File: config.mk
export PLATFORM = sky130hd
export DESIGN_NAME = fslog_outq
export DESIGN_NICKNAME = d
export VERILOG_FILES = /design/src/rtl/fslog_pkg.sv /design/src/rtl/fslog_outq.sv
export SDC_FILE = /design/constraint.sdc
export NUM_CORES = 1
export LEC_CHECK = 0
export CAP_MARGIN = 20
export CORE_MARGIN = 1.5
export CORE_UTILIZATION = 40
export CTS_BUF_LIST = sky130_fd_sc_hd__clkbuf_4 sky130_fd_sc_hd__clkbuf_8
export CTS_CLUSTER_DIAMETER = 120
export DETAILED_ROUTE_END_ITERATION = 7
export DONT_BUFFER_PORTS = 1
export GPL_TIMING_DRIVEN = 0
export SYNTH_ARGS = -nofsm -noshare
export SYNTH_HDL_FRONTEND = slang
export SYNTH_SLANG_ARGS = --single-unit
File: constraint.sdc
create_clock -name clk_i -period 12.7 [get_ports clk_i]
set_input_delay 2.54 -clock clk_i [delete_from_list [all_inputs] [get_ports clk_i]]
set_output_delay 2.54 -clock clk_i [all_outputs]
set_load 0.02 [all_outputs]
File: src/rtl/fslog_pkg.sv
// Shared types and constants for the flash slot ring heading logger.
// No dependencies; compiled first.
package fslog_pkg;

  localparam int unsigned SlotCountDef = 256;
  localparam int unsigned SlotOutW     = 8;
  localparam int unsigned CfgIdxW      = 2;
  localparam int unsigned CfgDataW     = 16;

  localparam logic [15:0] PeriodRst = 16'd6000;
  localparam logic [15:0] MinRst    = 16'd100;
  localparam logic [15:0] DeltaRst  = 16'd100;
  localparam logic [14:0] LimitRst  = 15'd18000;

  typedef enum logic [1:0] {
    CMD_ERASE   = 2'd0,
    CMD_PROGRAM = 2'd1,
    CMD_REPORT  = 2'd2
  } cmd_e;

  typedef enum logic [CfgIdxW-1:0] {
    REG_PERIOD = 2'd0,
    REG_MIN    = 2'd1,
    REG_DELTA  = 2'd2,
    REG_LIMIT  = 2'd3
  } reg_e;

  typedef struct packed {
    logic [15:0] period_ticks;
    logic [15:0] min_ticks;
    logic [15:0] delta_threshold;
    logic [14:0] yaw_limit;
  } cfg_t;

  typedef struct packed {
    cmd_e               command;
    logic [SlotOutW-1:0] slot;
    logic [15:0]        word;
    logic signed [15:0] restored_yaw;
    logic               restored_valid;
    logic               last;
  } res_t;

  // Results produced by one processed request, first in r0.
  typedef struct packed {
    logic [1:0] n;
    res_t       r0;
    res_t       r1;
  } push_t;

endpackage

File: src/rtl/fslog_outq.sv
// Four-entry result queue, up to two pushes and one pop per cycle.
// Depends on fslog_pkg.
module fslog_outq
  import fslog_pkg::*;
(
  input  logic  clk_i,
  input  logic  rst_ni,
  input  push_t push_i,
  output logic  room_o,
  output logic  valid_o,
  input  logic  ready_i,
  output res_t  data_o
);

  localparam int unsigned Depth = 4;
  localparam int unsigned PtrW  = $clog2(Depth);

  res_t          mem_q [Depth];
  logic [PtrW-1:0] wptr_q, rptr_q;
  logic [PtrW:0]   count_q;
  logic            pop;
  logic [PtrW-1:0] wptr1;

  assign valid_o = count_q != '0;
  assign data_o  = mem_q[rptr_q];
  assign pop     = valid_o && ready_i;
  assign room_o  = count_q <= (PtrW + 1)'(Depth - 2);
  assign wptr1   = wptr_q + 1'b1;

  always_ff @(posedge clk_i) begin
    if (push_i.n != 2'd0) begin
      mem_q[wptr_q] <= push_i.r0;
    end
    if (push_i.n == 2'd2) begin
      mem_q[wptr1] <= push_i.r1;
    end
  end

  always_ff @(posedge clk_i or negedge rst_ni) begin
    if (!rst_ni) begin
      wptr_q  <= '0;
      rptr_q  <= '0;
      count_q <= '0;
    end else begin
      wptr_q  <= wptr_q + PtrW'(push_i.n);
      if (pop) begin
        rptr_q <= rptr_q + 1'b1;
      end
      count_q <= count_q + (PtrW + 1)'(push_i.n) - (PtrW + 1)'(pop);
    end
  end

endmodule

==> results by group <==
Setup path
  – Most used cell, CP: clkbuf_1
  – R2r worst-path depth: 7
  – Req. time, crit path: 10,160 ps
  – Buffers plus inverters on the worst setup path: 2
  – Setup crit end kind: output port
  – Slowest-stage cell, CP: clkbuf_1
  – WP data arrival: between 2000 and 2500 ps
  – Worst path max stage delay: 670 ps
  – Reg-to-reg setup timing slack: between 10,000 and 15,000 ps
  – R2r startpoint: wptr_q[1]
  – Worst-path maximum fanout: 10
  – Critical path type: flip-flop to output port
  – Crit-path cells: clkbuf_1 -> clkbuf_1 -> mux4_2
  – Worst reg2reg path endpoint: mem_q[2][18]
  – CP delay by family, top: buffers and inverters
  – Crit start category: flip-flop

Synthesis
  – Synth Warn #: 0
  – Cell variety after synth: 26
  – Syn nets: 563
  – Syn_area_per_cell: 19.2 um^2
  – Yosys reg bits: 183
  – Syn Inst Count: 465
  – Seq/Total Area, Yosys: between 60 and 70%
  – Yosys top cell area share: 59.1%
  – Synth area leader: edfxtp_1
  – Synthesized area: 0.00894 mm^2
  – Ranking of synthesized cells by area: edfxtp_1, mux2_2, mux4_2

GRT
  – GRT Util Overall: ~18%
  – Antenna violations before repair: 0
  – First-pass GRT wire length: 30,500 um
  – Global route total overflow: 0
  – Vias in the first global route: 4,915
  – Largest net degree at the start of global routing: 24

Timing
  – Final setup vio count: 0
  – Endpoints failing hold: 0
  – Worst Skew: 10.5 ps
  – Crit share post-route: about two fifths
  – Setup TNS: 0 ps
  – Minimum clock period: 4970 ps
  – Highest Clock Rate: between 200 and 250 MHz
  – Max Slew Vio Count: 0
  – Fin worst setup slack: 7730 ps
  – Worst Max-Slew Pin Slew: 910 ps
  – RSZ-0062 raised after global routing: no
  – Slew headroom: between 30% and 40%

Drt
  – Vias: 4,477
  – Post-route DRC violation count: 0
  – Routed WL: 20,200 um
  – DRT antenna net count: 0
  – Wire per inst: 25.8 um
  – DR vias/cell: 5.72
  – DRT Pass-1 Iters: 4
  – Iter 0 DRT Violations: around 250

Floorplan
  – Starting Density: approximately 41%
  – Vert. Die Dim: about 150 um
  – Die width: 153 um
  – Core footprint: 0.0219 mm^2
  – I/O pin total: around 140
  – Std cell rows: 54
  – Die area: 0.0233 mm^2

Clock tree
  – Post-CTS Hold Buffers: 0
  – CTS tree: done
  – Post-cts resize count: 0
  – Total CTS buffers: 17
  – Htree depth: 4
  – Clk sinks: 183
  – Clk buf depth: 2
  – Postcts setup bufs: 0
  – Reg clk slew, reported paths: about 100 ps
  – Worst skew pair latency: about 450 ps
  – Root Driver: clkbuf_8

Final layout
  – P&R area growth vs syn: 10.6%
  – Post-Route Utilization: around 45%
  – Inserted Diodes: 0
  – Most common cell after layout, fill and taps aside: edfxtp_1
  – Most frequent cells in the layout: edfxtp_1, mux2_2, mux4_2
  – Layout Nets: 588
  – Final instance area: a little under 0.01 mm^2
  – Fraction of layout cells with a size suffix above 1: 57.9%
  – Fillers: 1,909

Pwr
  – Clock share of power: 19.1%
  – Leakage power total: 3.24 nW
  – Sw Ratio: 35.5%
  – PD cells: 226 mW/mm^2
  – Sw power: 0.793 mW
  – Sequential fraction of design power: 42.1%
  – Worst vdd ir: 0.0962 mV
  – Comb power frac: between 30% and 40%
  – Internal power: 1.44 mW
  – Total power: 2.23 mW

Min path
  – Tightest Hold Check Type: flip-flop to flip-flop
  – WHS Path Cells: 1
  – HP Start: count_q[2]
  – Hold endpoint: count_q[2]

Status
  – Outcome: complete, no violations

Place
  – Placed instance area: approximately 0.0095 mm^2
  – GP Congestion: 0.700
  – Worst slack at placement: 8050 ps
  – Post-DP HPWL: 13,000 um
  – Port buffer count: 0

Job
  – Max-cap violations: 0
-- registers in the layout, indices dropped and copies added, names as in the netlist --
register / cells
rptr_q: 2
wptr_q: 2
count_q: 3
mem_q: 176
-- worst reg2reg max path: stages (launching register included) --
cell,delay [ps]
dfrtp_1,380
buf_6,150
and4bb_2,280
buf_4,200
buf_2,330
o21bai_4,370
buf_16,240
buf_12,200
-- cell usage after synthesis (all sizes together) --
cell type and n:
ha 4, dfrtp 7, xor2 1, inv 7, o21bai 2, xnor2 5, o21ai 1, nor4bb 1
buf 26, a21oi 1, nand4b 1, mux2i 1, o31a 1, and4bb 1, mux2 176, mux4 44
clkbuf 4, fa 1, edfxtp 176, o311ai 1, nor2 2, or3 1, nor4b 1
-- power by group through the flow --
stage               Clock [mW]  Combinational, mW  Sequential [mW]
floorplan                    0              0.637            0.956
global placement             0              0.824            0.983
detailed placement           0              0.888            0.957
CTS                      0.438              0.892            0.942
global route             0.459              0.926            0.955
finish                   0.427              0.867            0.940
-- metrics by stage --
step           hold WS (ps)  instances
2_1_floorplan           496        465
3_3_place_gp            518        745
3_5_place_dp            534        751
4_1_cts                 544        783
5_1_grt                 569        783
6_report                548        783
-- routing by layer --
layer	vias to the layer above	global-route usage, %	wire, um
met1	2349	20.4	7700
met3	16	7.20	1900
met5	-	0	0
met4	0	4.95	219
li1	1949	-	-
met2	163	31.1	10400
-- kinds of logic after synthesis --
| kind of cell | share of synthesized area [%] |
|---|---|
| multiplexers | 33.8 |
| flip-flops | 61.1 |
| buffers and inverters | 2.49 |
| AND/OR/NAND/NOR | 0.839 |
| AO/OA/AOI/OAI | 0.476 |
| XOR/XNOR | 0.588 |
| adder cells (fa/ha/maj) | 0.783 |
-- worst max-delay path by stage --
stage	from	endpoint	slack, ps	cells after the start
CTS	rptr_q[1]	data_o[38]	7620	3
finish	rptr_q[1]	data_o[30]	7730	3
detailed placement	push_i[89]	mem_q[2][20]	8050	7
global placement	push_i[89]	mem_q[0][20]	3110	3
floorplan	push_i[89]	mem_q[0][0]	6290	3
global route	rptr_q[1]	data_o[33]	7560	3
-- final cells by class --
type / count / area, um^2 / share of cell area (%)
Inverter: 7 / 26.3 / 0.266
Timing Repair Buffer: 6 / 135 / 1.37
Clock inverter: 12 / 165 / 1.67
Sequential cell: 183 / 5460 / 55.2
Tap cell: 280 / 350 / 3.54
Buffer: 30 / 196 / 1.99
Clock buffer: 20 / 256 / 2.59
Multi-Input combinational cell: 245 / 3300 / 33.4
No activity file was read; power rests on OpenSTA's default activity.
