<file path="src/rtl/fslog_pkg.sv">
// Shared types and constants for the flash slot ring heading logger.
// No dependencies; compiled first.
package fslog_pkg;

  localparam int unsigned SlotCountDef = 256;
  localparam int unsigned SlotOutW     = 8;
  localparam int unsigned CfgIdxW      = 2;
  localparam int unsigned CfgDataW     = 16;

  localparam logic [15:0] PeriodRst = 16'd6000;
  localparam logic [15:0] MinRst    = 16'd100;
  localparam logic [15:0] DeltaRst  = 16'd100;
  localparam logic [14:0] LimitRst  = 15'd18000;

  typedef enum logic [1:0] {
    CMD_ERASE   = 2'd0,
    CMD_PROGRAM = 2'd1,
    CMD_REPORT  = 2'd2
  } cmd_e;

  typedef enum logic [CfgIdxW-1:0] {
    REG_PERIOD = 2'd0,
    REG_MIN    = 2'd1,
    REG_DELTA  = 2'd2,
    REG_LIMIT  = 2'd3
  } reg_e;

  typedef struct packed {
    logic [15:0] period_ticks;
    logic [15:0] min_ticks;
    logic [15:0] delta_threshold;
    logic [14:0] yaw_limit;
  } cfg_t;

  typedef struct packed {
    cmd_e               command;
    logic [SlotOutW-1:0] slot;
    logic [15:0]        word;
    logic signed [15:0] restored_yaw;
    logic               restored_valid;
    logic               last;
  } res_t;

  // Results produced by one processed request, first in r0.
  typedef struct packed {
    logic [1:0] n;
    res_t       r0;
    res_t       r1;
  } push_t;

endpackage

</file>
<file path="src/rtl/fslog_core.sv">
// Input register, scan/tick decision logic and logger state.
// Depends on fslog_pkg.
module fslog_core
  import fslog_pkg::*;
#(
  parameter int unsigned SLOT_COUNT = SlotCountDef
) (
  input  logic               clk_i,
  input  logic               rst_ni,
  input  cfg_t               cfg_i,
  input  logic               in_valid_i,
  output logic               in_ready_o,
  input  logic               action_i,
  input  logic [31:0]        page_word_i,
  input  logic signed [15:0] yaw_i,
  input  logic               room_i,
  output push_t              push_o
);

  localparam int unsigned SlotW = $clog2(SLOT_COUNT + 1);

  logic               s1_valid_q;
  logic               s1_action_q;
  logic [31:0]        s1_word_q;
  logic signed [15:0] s1_yaw_q;

  logic               scanning_q, scanning_d;
  logic [15:0]        tick_q, tick_d;
  logic signed [15:0] lwy_q, lwy_d;
  logic [SlotW-1:0]   next_slot_q, next_slot_d;
  logic [31:0]        seen_q, seen_d;
  logic               seen_pres_q, seen_pres_d;

  logic               adv;
  logic [SlotW-1:0]   slot_inc;
  logic               scan_full, erased;
  logic [31:0]        eff_word;
  logic               eff_pres;
  logic signed [16:0] v17, mag17;
  logic               rvalid;
  logic signed [15:0] ryaw;
  logic [15:0]        tc_new;
  logic signed [16:0] diff17, delta17;
  logic               due, full;
  logic [SlotW-1:0]   prog_slot;
  logic [SlotW+7:0]   slot_ext;
  res_t               rep, ers, prg;

  assign adv        = s1_valid_q && room_i;
  assign in_ready_o = !s1_valid_q || room_i;

  always_ff @(posedge clk_i or negedge rst_ni) begin
    if (!rst_ni) begin
      s1_valid_q <= 1'b0;
    end else if (in_ready_o) begin
      s1_valid_q <= in_valid_i;
    end
  end

  always_ff @(posedge clk_i) begin
    if (in_ready_o && in_valid_i) begin
      s1_action_q <= action_i;
      s1_word_q   <= page_word_i;
      s1_yaw_q    <= yaw_i;
    end
  end

  // scan side
  assign slot_inc  = next_slot_q + 1'b1;
  assign scan_full = slot_inc >= SlotW'(SLOT_COUNT);
  assign erased    = s1_word_q == 32'hFFFF_FFFF;
  assign eff_word  = erased ? seen_q : s1_word_q;
  assign eff_pres  = erased ? seen_pres_q : 1'b1;
  assign v17       = {eff_word[15], eff_word[15:0]};
  assign mag17     = v17[16] ? -v17 : v17;
  assign rvalid    = eff_pres && (eff_word[31:16] == 16'd0)
                     && ($unsigned(mag17) <= {2'b00, cfg_i.yaw_limit});
  assign ryaw      = eff_pres ? $signed(eff_word[15:0]) : 16'sd0;

  // tick side
  assign tc_new   = (tick_q != 16'hFFFF) ? tick_q + 16'd1 : tick_q;
  assign diff17   = {s1_yaw_q[15], s1_yaw_q} - {lwy_q[15], lwy_q};
  assign delta17  = diff17[16] ? -diff17 : diff17;
  assign due      = ((tc_new >= cfg_i.period_ticks)
                     || ($unsigned(delta17) > {1'b0, cfg_i.delta_threshold}))
                    && (tc_new >= cfg_i.min_ticks);
  assign full     = next_slot_q >= SlotW'(SLOT_COUNT);
  assign prog_slot = full ? '0 : next_slot_q;
  assign slot_ext  = {8'd0, prog_slot};

  always_comb begin
    rep = '0;
    rep.command        = CMD_REPORT;
    rep.restored_yaw   = ryaw;
    rep.restored_valid = rvalid;
    rep.last           = 1'b1;
    ers = '0;
    ers.command = CMD_ERASE;
    prg = '0;
    prg.command = CMD_PROGRAM;
    prg.slot    = slot_ext[SlotOutW-1:0];
    prg.word    = s1_yaw_q;
    prg.last    = 1'b1;
  end

  always_comb begin
    scanning_d  = scanning_q;
    tick_d      = tick_q;
    lwy_d       = lwy_q;
    next_slot_d = next_slot_q;
    seen_d      = seen_q;
    seen_pres_d = seen_pres_q;
    push_o      = '0;
    if (adv) begin
      if (!s1_action_q) begin
        if (scanning_q) begin
          if (!erased) begin
            seen_d      = s1_word_q;
            seen_pres_d = 1'b1;
            next_slot_d = slot_inc;
          end
          if (erased || scan_full) begin
            scanning_d = 1'b0;
            push_o.n   = 2'd1;
            push_o.r0  = rep;
            if (rvalid) begin
              lwy_d = $signed(eff_word[15:0]);
            end
          end
        end
      end else if (!scanning_q) begin
        tick_d = tc_new;
        if (due) begin
          tick_d      = 16'd0;
          lwy_d       = s1_yaw_q;
          next_slot_d = prog_slot + 1'b1;
          if (full) begin
            push_o.n  = 2'd2;
            push_o.r0 = ers;
            push_o.r1 = prg;
          end else begin
            push_o.n  = 2'd1;
            push_o.r0 = prg;
          end
        end
      end
    end
  end

  always_ff @(posedge clk_i or negedge rst_ni) begin
    if (!rst_ni) begin
      scanning_q  <= 1'b1;
      tick_q      <= 16'd0;
      lwy_q       <= 16'sd0;
      next_slot_q <= '0;
      seen_q      <= 32'd0;
      seen_pres_q <= 1'b0;
    end else begin
      scanning_q  <= scanning_d;
      tick_q      <= tick_d;
      lwy_q       <= lwy_d;
      next_slot_q <= next_slot_d;
      seen_q      <= seen_d;
      seen_pres_q <= seen_pres_d;
    end
  end

endmodule

</file>
<file path="config.mk">
export PLATFORM = sky130hd
export DESIGN_NAME = fslog_core
export DESIGN_NICKNAME = d
export VERILOG_FILES = /design/src/rtl/fslog_pkg.sv /design/src/rtl/fslog_core.sv
export SDC_FILE = /design/constraint.sdc
export NUM_CORES = 1
export LEC_CHECK = 0
export ABC_CLOCK_PERIOD_IN_PS = 14100
export BUFFER_PORTS_ARGS = -buffer_cell sky130_fd_sc_hd__buf_4
export CAP_MARGIN = 20
export CELL_PAD_IN_SITES_DETAIL_PLACEMENT = 1
export CELL_PAD_IN_SITES_GLOBAL_PLACEMENT = 1
export CORE_UTILIZATION = 30
export DETAILED_ROUTE_END_ITERATION = 8
export MAX_ROUTING_LAYER = met4
export PLACE_DENSITY_LB_ADDON = 0.1
export SYNTH_ARGS = -nofsm -noshare
export SYNTH_HDL_FRONTEND = slang
export SYNTH_SLANG_ARGS = --single-unit
</file>
<file path="constraint.sdc">
create_clock -name clk_i -period 14.1 [get_ports clk_i]
set_clock_uncertainty 0.05 [all_clocks]
set_input_delay 1.41 -clock clk_i [delete_from_list [all_inputs] [get_ports clk_i]]
set_output_delay 1.41 -clock clk_i [all_outputs]
set_load 0.01 [all_outputs]
</file>
==> flow_metrics.env, run 1 <==
export IMPL_synth_top_area_share_pct=19.8
export IMPL_antenna_left=0
export IMPL_core_area_sq_um=30800
export IMPL_post_route_min_period_ps=7940
export IMPL_ioPinCount=207
export IMPL_synth_area_leader_cell="dfrtp_1"
export IMPL_synth_edff_count=49
export IMPL_synth_most_common_cell="nand2_1"
export IMPL_yosysWarningCount=0
export IMPL_die_area_sq_um=32200
export IMPL_rsz0062_at_grt="false"
export IMPL_crit_fanout=18
export IMPL_critical_path_class="register to primary output"
export IMPL_start_util_pct=30.7
export IMPL_row_count=64
export IMPL_synth_cells=1074
export IMPL_setup_tns_ps=0
export IMPL_timing_final_max_slew_violations=0
export IMPL_hold_viol_final=0
export IMPL_holdBufCountCts=0
export IMPL_hold_ws_ps=429
export IMPL_layout_drive_gt1_share_pct=20.1
export IMPL_h_tree_depth=4
export IMPL_hold_class="register to register"
export IMPL_status="finished, violations left"
export IMPL_max_freq_ghz=0.126
export IMPL_grtUsageTotal_pct=19.0
export IMPL_synth_seq_area_share_pct=35.7
export IMPL_max_stage_delay_ps=540
export IMPL_yosys_top_cells_count="nand2_1, ha_1, inv_1"
export IMPL_hpwl_um=22500
export IMPL_drt_first_pass_iters=9
export IMPL_drt_wl_total_um=28900
export IMPL_globalRouteOverflowTotal=0
export IMPL_clockBufferDepth=2
export IMPL_period_share_pct=56.3
export IMPL_grt_pass1_vias=8590
export IMPL_synth_area_leaders="dfrtp_1, edfxtp_1, ha_1"
export IMPL_worstPathBufferInverterCount=3
export IMPL_antennaDiodeCount=0
export IMPL_clock_latency_ps=430
export IMPL_leakage_nw=5.71
export IMPL_synth_avg_cell_area_sq_um=8.81
export IMPL_drt_vias_per_instance=4.95
export IMPL_syn2layout_area_growth_pct=24.2
export IMPL_fin_cells=1654
export IMPL_clockRootBuffer="clkbuf_16"
export IMPL_cp_end_kind="primary output"
export IMPL_p_per_area_nw_per_um2=142
export IMPL_ys_seq_elements=125
export IMPL_syn_cell_area_sq_um=9460
export IMPL_cts_resized=0
export IMPL_cts_buffers=17
export IMPL_die_w_um=180
export IMPL_cts_tree="done"
export IMPL_required_ps=12640
export IMPL_synth_async_reset_ratio_pct=60.8
export IMPL_relSlewSlack_pct=31.4
export IMPL_drc=15
export IMPL_grt_pass1_wl_um=47300
export IMPL_wire_per_inst_um=17.5
export IMPL_portBuffers=180
export IMPL_drtIter0Drc=439
export IMPL_ir_drop_uv=77.0
export IMPL_crit_chain="inv_1 > ha_1 > fa_1 > nor2b_1 > o2111ai_1 > a21oi_1 > o21ai_0 > a31oi_1 > nand2_1 > a21oi_1 > a41oi_1 > xor2_1 > ha_1 > and4_1 > nand3_1 > a211oi_1 > nor3_1 > o21a_1 > o41ai_2 > nand2_1 > nor4_4 > buf_4 > and2_1 > buf_4"
export IMPL_violations="DRC"
export IMPL_gp_congestion=0.798
export IMPL_dp_cells=1621
export IMPL_critPathLaunchType="register"
export IMPL_path_clk_slew_ps=70
export IMPL_grt_max_degree=73
export IMPL_vias=8181
export IMPL_drv_cap=0
export IMPL_clkSinkCount=125
export IMPL_synthFlopType="dfrtp_1"
export IMPL_dieHeight_um=180
export IMPL_worstMarginPinSlew_ps=1030
export IMPL_n_fill_cell=3638
export IMPL_finalSetupViolCount=0
export IMPL_layout_nets=1450
export IMPL_arrival_ps=6480
export IMPL_cts_setup_buffers=0
export IMPL_crit_family="compound AO/OA/AOI/OAI gates"
export IMPL_crit_path_top_delay_cell="nor4_4"
export IMPL_antenna_found_initial=2
export IMPL_yosysUniqueCellTypes=76
==> cell families (layout without fill, tap and decap cells) <==
logic type | count (synthesis) | count (layout) | synth area share (%)
xor gates and xnor gates | 45 | 45 | 4.17
other | 1 | 26 | 0.0397
DFF | 125 | 125 | 35.7
muxes | 34 | 34 | 3.85
and+or+nand+nor | 405 | 405 | 21.1
AOI/OAI and AO/OA | 220 | 220 | 15.6
adders and majority gates | 89 | 89 | 11.9
buffers and inverters | 155 | 314 | 7.69
==> worst register-to-register path: cells and delay by family, from the launching register on <==
family / cells / cell delay, ps
simple gates: 6 / 2560
compound gates: 8 / 2020
fa+ha+maj: 2 / 620
mux: 1 / 480
flops: 1 / 470
buf+inv: 1 / 360
xor+xnor: 1 / 180
==> layout make-up <==
type | instances | area [sq um] | area share, %
Clock buffer | 18 | 450 | 3.84
Clock inverter | 14 | 163 | 1.38
Inverter | 89 | 334 | 2.84
Multi-Input combinational cell | 819 | 5460 | 46.5
Sequential cell | 125 | 3370 | 28.7
Tap cell | 396 | 495 | 4.22
Timing Repair Buffer | 193 | 1470 | 12.5
==> through the flow <==
| step | utilization (%) | instance area, sq um | total power, mW | setup WS, ps |
|---|---|---|---|---|
| after floorplan | - | 9550 | 1.03 | 7890 |
| after global placement | 36.0 | 11100 | 1.19 | 6810 |
| after detailed placement | 36.0 | 11100 | 1.21 | 6610 |
| after CTS | 38.0 | 11700 | 1.69 | 6110 |
| after global routing | 38.1 | 11700 | 1.81 | 5420 |
| final | 38.1 | 11700 | 1.66 | 6160 |
==> state kept, by name, summed over array words and instances (netlist names) <==
| name | cells |
|---|---|
| s1_word_q | 32 |
| tick_q | 16 |
| seen_q | 32 |
| seen_pres_q | 1 |
| next_slot_q | 9 |
| scanning_q | 1 |
| s1_action_q | 1 |
| lwy_q | 16 |
| s1_valid_q | 1 |
| s1_yaw_q | 16 |
==> placed cells by master, fill, tap and decap left out, drive strengths merged, types with 12 or more instances in the layout <==
master and count:
a21o 24, a21oi 58, a31oi 13, and2 47
buf 193, clkbuf 18, conb 26, dfrtp 75
edfxtp 49, ha 88, inv 98, mux2i 27
nand2 135, nand3 25, nand4 26, nor2 84
nor2b 14, nor3 17, nor4 12, o21ai 53
xnor2 33, xor2 12
==> layer usage <==
metal,up-vias,global-route usage (%),wire length [um]
li1,4083,-,-
met1,3888,26.2,14400
met2,189,29.0,13000
met3,21,3.20,1070
met4,0,4.59,443
met5,-,-,0
==> worst paths after layout <==
check | from | end | slack (ps) | depth (start not counted)
max | s1_yaw_q[0]$_DFFE_PP_ | push_o[68] | 6160 | 24
min | seen_q[19]$_DFFE_PN0P_ | seen_q[19]$_DFFE_PN0P_ | 430 | 2
max reg2reg | s1_word_q[15]$_DFFE_PP_ | lwy_q[8]$_DFFE_PN0P_ | 7240 | 19
min reg2reg | seen_q[19]$_DFFE_PN0P_ | seen_q[19]$_DFFE_PN0P_ | 430 | 2
max in group asynchronous | rst_ni | scanning_q$_DFFE_PN1P_ | 12430 | 3
min in group asynchronous | rst_ni | lwy_q[13]$_DFFE_PN0P_ | 730 | 1
==> where the power goes <==
group          switching, mW  internal, mW  total [mW]
Clock                  0.197         0.264       0.461
Combinational          0.378         0.298       0.676
Sequential            0.0665         0.459       0.525
Power figures use the tool's default switching activity.
==> run 2: changes to the inputs <==
ABC_AREA = 1   (was unset)
ABC_CLOCK_PERIOD_IN_PS = 7400   (was 14100)
clock period = 7.4 ns   (was 14.1 ns; I/O delays follow)
==> flow_metrics.env, run 2 <==
export IMPL_grt_pass1_vias=9311
export IMPL_path_clk_slew_ps=60
export IMPL_crit_path_top_delay_cell="fa_1"
export IMPL_h_tree_depth=4
export IMPL_worstMarginPinSlew_ps=683
export IMPL_finalWorstSetupSlack_ps=1360
export IMPL_relSlewSlack_pct=54.4
export IMPL_hold_viol_final=0
export IMPL_synth_most_common_cell="nand2_1"
export IMPL_antennaDiodeCount=0
export IMPL_drc=0
export IMPL_max_stage_delay_ps=440
export IMPL_r2r_start="s1_word_q[13]$_DFFE_PP_"
export IMPL_hold_class="primary input to async pin"
export IMPL_syn2layout_area_growth_pct=22.3
export IMPL_antenna_found_initial=0
export IMPL_final_common_cell="nand2_1"
export IMPL_cts_tree="done"
export IMPL_die_w_um=184
export IMPL_route_met3_wl_um=1170
export IMPL_clockRootBuffer="clkbuf_16"
export IMPL_mostFrequentLayoutCells="nand2_1, inv_1, buf_4"
export IMPL_routed_top_layer="met4"
export IMPL_max_freq_ghz=0.166
export IMPL_crit_top_cell="nand2_1"
export IMPL_critical_path_class="register to primary output"
export IMPL_reg_top3="s1_word_q (32), seen_q (32)"
export IMPL_status="completed"
export IMPL_synthFlopType="dfrtp_1"
export IMPL_cts_buffers=17
export IMPL_synth_edff_count=49
export IMPL_core_area_sq_um=32600
export IMPL_ir_drop_uv=93.2
export IMPL_critPathLaunchType="register"
export IMPL_dp_cells=1979
export IMPL_yosys_top_cells_count="nand2_1, inv_1, nor2_1"
export IMPL_cp_end_kind="primary output"
export IMPL_synth_cells=1382
export IMPL_timing_final_max_slew_violations=0
export IMPL_cts_resized=0
export IMPL_clock_latency_ps=430
export IMPL_arrival_ps=5250
export IMPL_layout_drive_gt1_share_pct=17.9
export IMPL_leakage_nw=6.46
export IMPL_globalRouteOverflowTotal=0
export IMPL_drv_cap=0
export IMPL_vias=9094
export IMPL_ioPinCount=207
export IMPL_antenna_left=0
export IMPL_grtUsageTotal_pct=19.5
export IMPL_die_area_sq_um=34000
export IMPL_synth_async_reset_ratio_pct=60.8
export IMPL_grt_pass1_wl_um=49600
export IMPL_wire_per_inst_um=15.3
export IMPL_yosysUniqueCellTypes=56
export IMPL_clockBufferDepth=2
export IMPL_clkSinkCount=125
export IMPL_drt_vias_per_instance=4.52
export IMPL_ys_seq_elements=125
export IMPL_period_share_pct=81.6
export IMPL_cts_setup_buffers=0
export IMPL_wl_met2_um=14000
export IMPL_drt_wl_total_um=30800
export IMPL_setup_tns_ps=0
export IMPL_required_ps=6610
export IMPL_synth_seq_area_share_pct=33.8
export IMPL_hold_ws_ps=216
export IMPL_layout_nets=1761
export IMPL_synth_avg_cell_area_sq_um=7.21
export IMPL_fin_cells=2011
export IMPL_synth_area_leader_cell="dfrtp_1"
export IMPL_yosysWarningCount=0
export IMPL_crit_fanout=26
export IMPL_dpl_worst_slack_ps=1700
export IMPL_row_count=66
export IMPL_synth_area_leaders="dfrtp_1, edfxtp_1, nand2_1"
export IMPL_syn_cell_area_sq_um=9970
export IMPL_portBuffers=180
export IMPL_holdBufCountCts=0
export IMPL_grt_max_degree=43
export IMPL_hpwl_um=25100
export IMPL_dieHeight_um=184
export IMPL_drt_first_pass_iters=4
export IMPL_rrSetupSlack_ps=1990
export IMPL_reg2reg_to="lwy_q[0]$_DFFE_PN0P_"
export IMPL_p_per_area_nw_per_um2=202
export IMPL_start_util_pct=30.6
export IMPL_post_route_min_period_ps=6040
export IMPL_rsz0062_at_grt="false"
export IMPL_synth_top_area_share_pct=18.8
export IMPL_gp_congestion=0.843
export IMPL_reg2regPathDepth=30
export IMPL_finalSetupViolCount=0
export IMPL_wl_met1_um=15400
export IMPL_drtIter0Drc=392
-- run 2: logic make-up after synthesis --
| group | synth area share, % |
|---|---|
| compound gates | 8.75 |
| xor+xnor | 3.41 |
| fa+ha+maj | 11.2 |
| buf+inv | 13.8 |
| flops | 33.8 |
| mux | 0.452 |
| other cells | 0.0376 |
| simple gates | 28.5 |
-- run 2: stage by stage --
step | instance area, sq um | utilization [%] | total power [mW]
2_1_floorplan | 10100 | - | 1.47
3_3_place_gp | 11700 | 35.7 | 1.69
3_5_place_dp | 11700 | 35.7 | 1.72
4_1_cts | 12200 | 37.4 | 2.51
5_1_grt | 12200 | 37.4 | 2.68
6_report | 12200 | 37.4 | 2.47
-- run 2: cell type report --
| cell class | instances | area [sq um] |
|---|---|---|
| fillers | 4125 | 20400 |
| multi-input cells | 958 | 5330 |
| flip-flops and latches | 125 | 3370 |
| repair buffers | 186 | 1400 |
| inverters | 268 | 1010 |
| well taps | 442 | 553 |
| clock buffers | 19 | 433 |
| clock inverters | 13 | 106 |
-- run 2: power by group --
part / internal [mW] / switching (mW) / leakage [nW]
Combinational: 0.321 / 0.519 / 4.85
Sequential: 0.798 / 0.0512 / 1.35
Clock: 0.435 / 0.346 / 0.257
Total: 1.55 / 0.916 / 6.46
-- run 2: how the worst max path moves through the flow --
stage	from	end	slack [ps]
after floorplan	s1_yaw_q[0]$_DFFE_PP_	push_o[88]	2670
after global placement	s1_yaw_q[0]$_DFFE_PP_	push_o[88]	1890
after detailed placement	s1_yaw_q[0]$_DFFE_PP_	push_o[88]	1700
after CTS	s1_yaw_q[0]$_DFFE_PP_	push_o[88]	1230
after global routing	s1_yaw_q[0]$_DFFE_PP_	push_o[88]	680
final	s1_yaw_q[0]$_DFFE_PP_	push_o[88]	1360
-- run 2: worst max-delay path: cells and delay by family, from the launching register on --
kind                     cells  cell delay (ps)
flip-flops                   1              320
adder cells (fa/ha/maj)      3              980
AO/OA/AOI/OAI                3              440
XOR/XNOR                     1              170
buffers and inverters        6              750
AND/OR/NAND/NOR             19             2100
-- run 2: per-layer routing --
metal | GRT usage [%] | vias to the layer above
met2 | 30.9 | 172
met4 | 4.10 | 0
met5 | - | -
li1 | - | 4674
met3 | 2.90 | 14
met1 | 26.2 | 4234
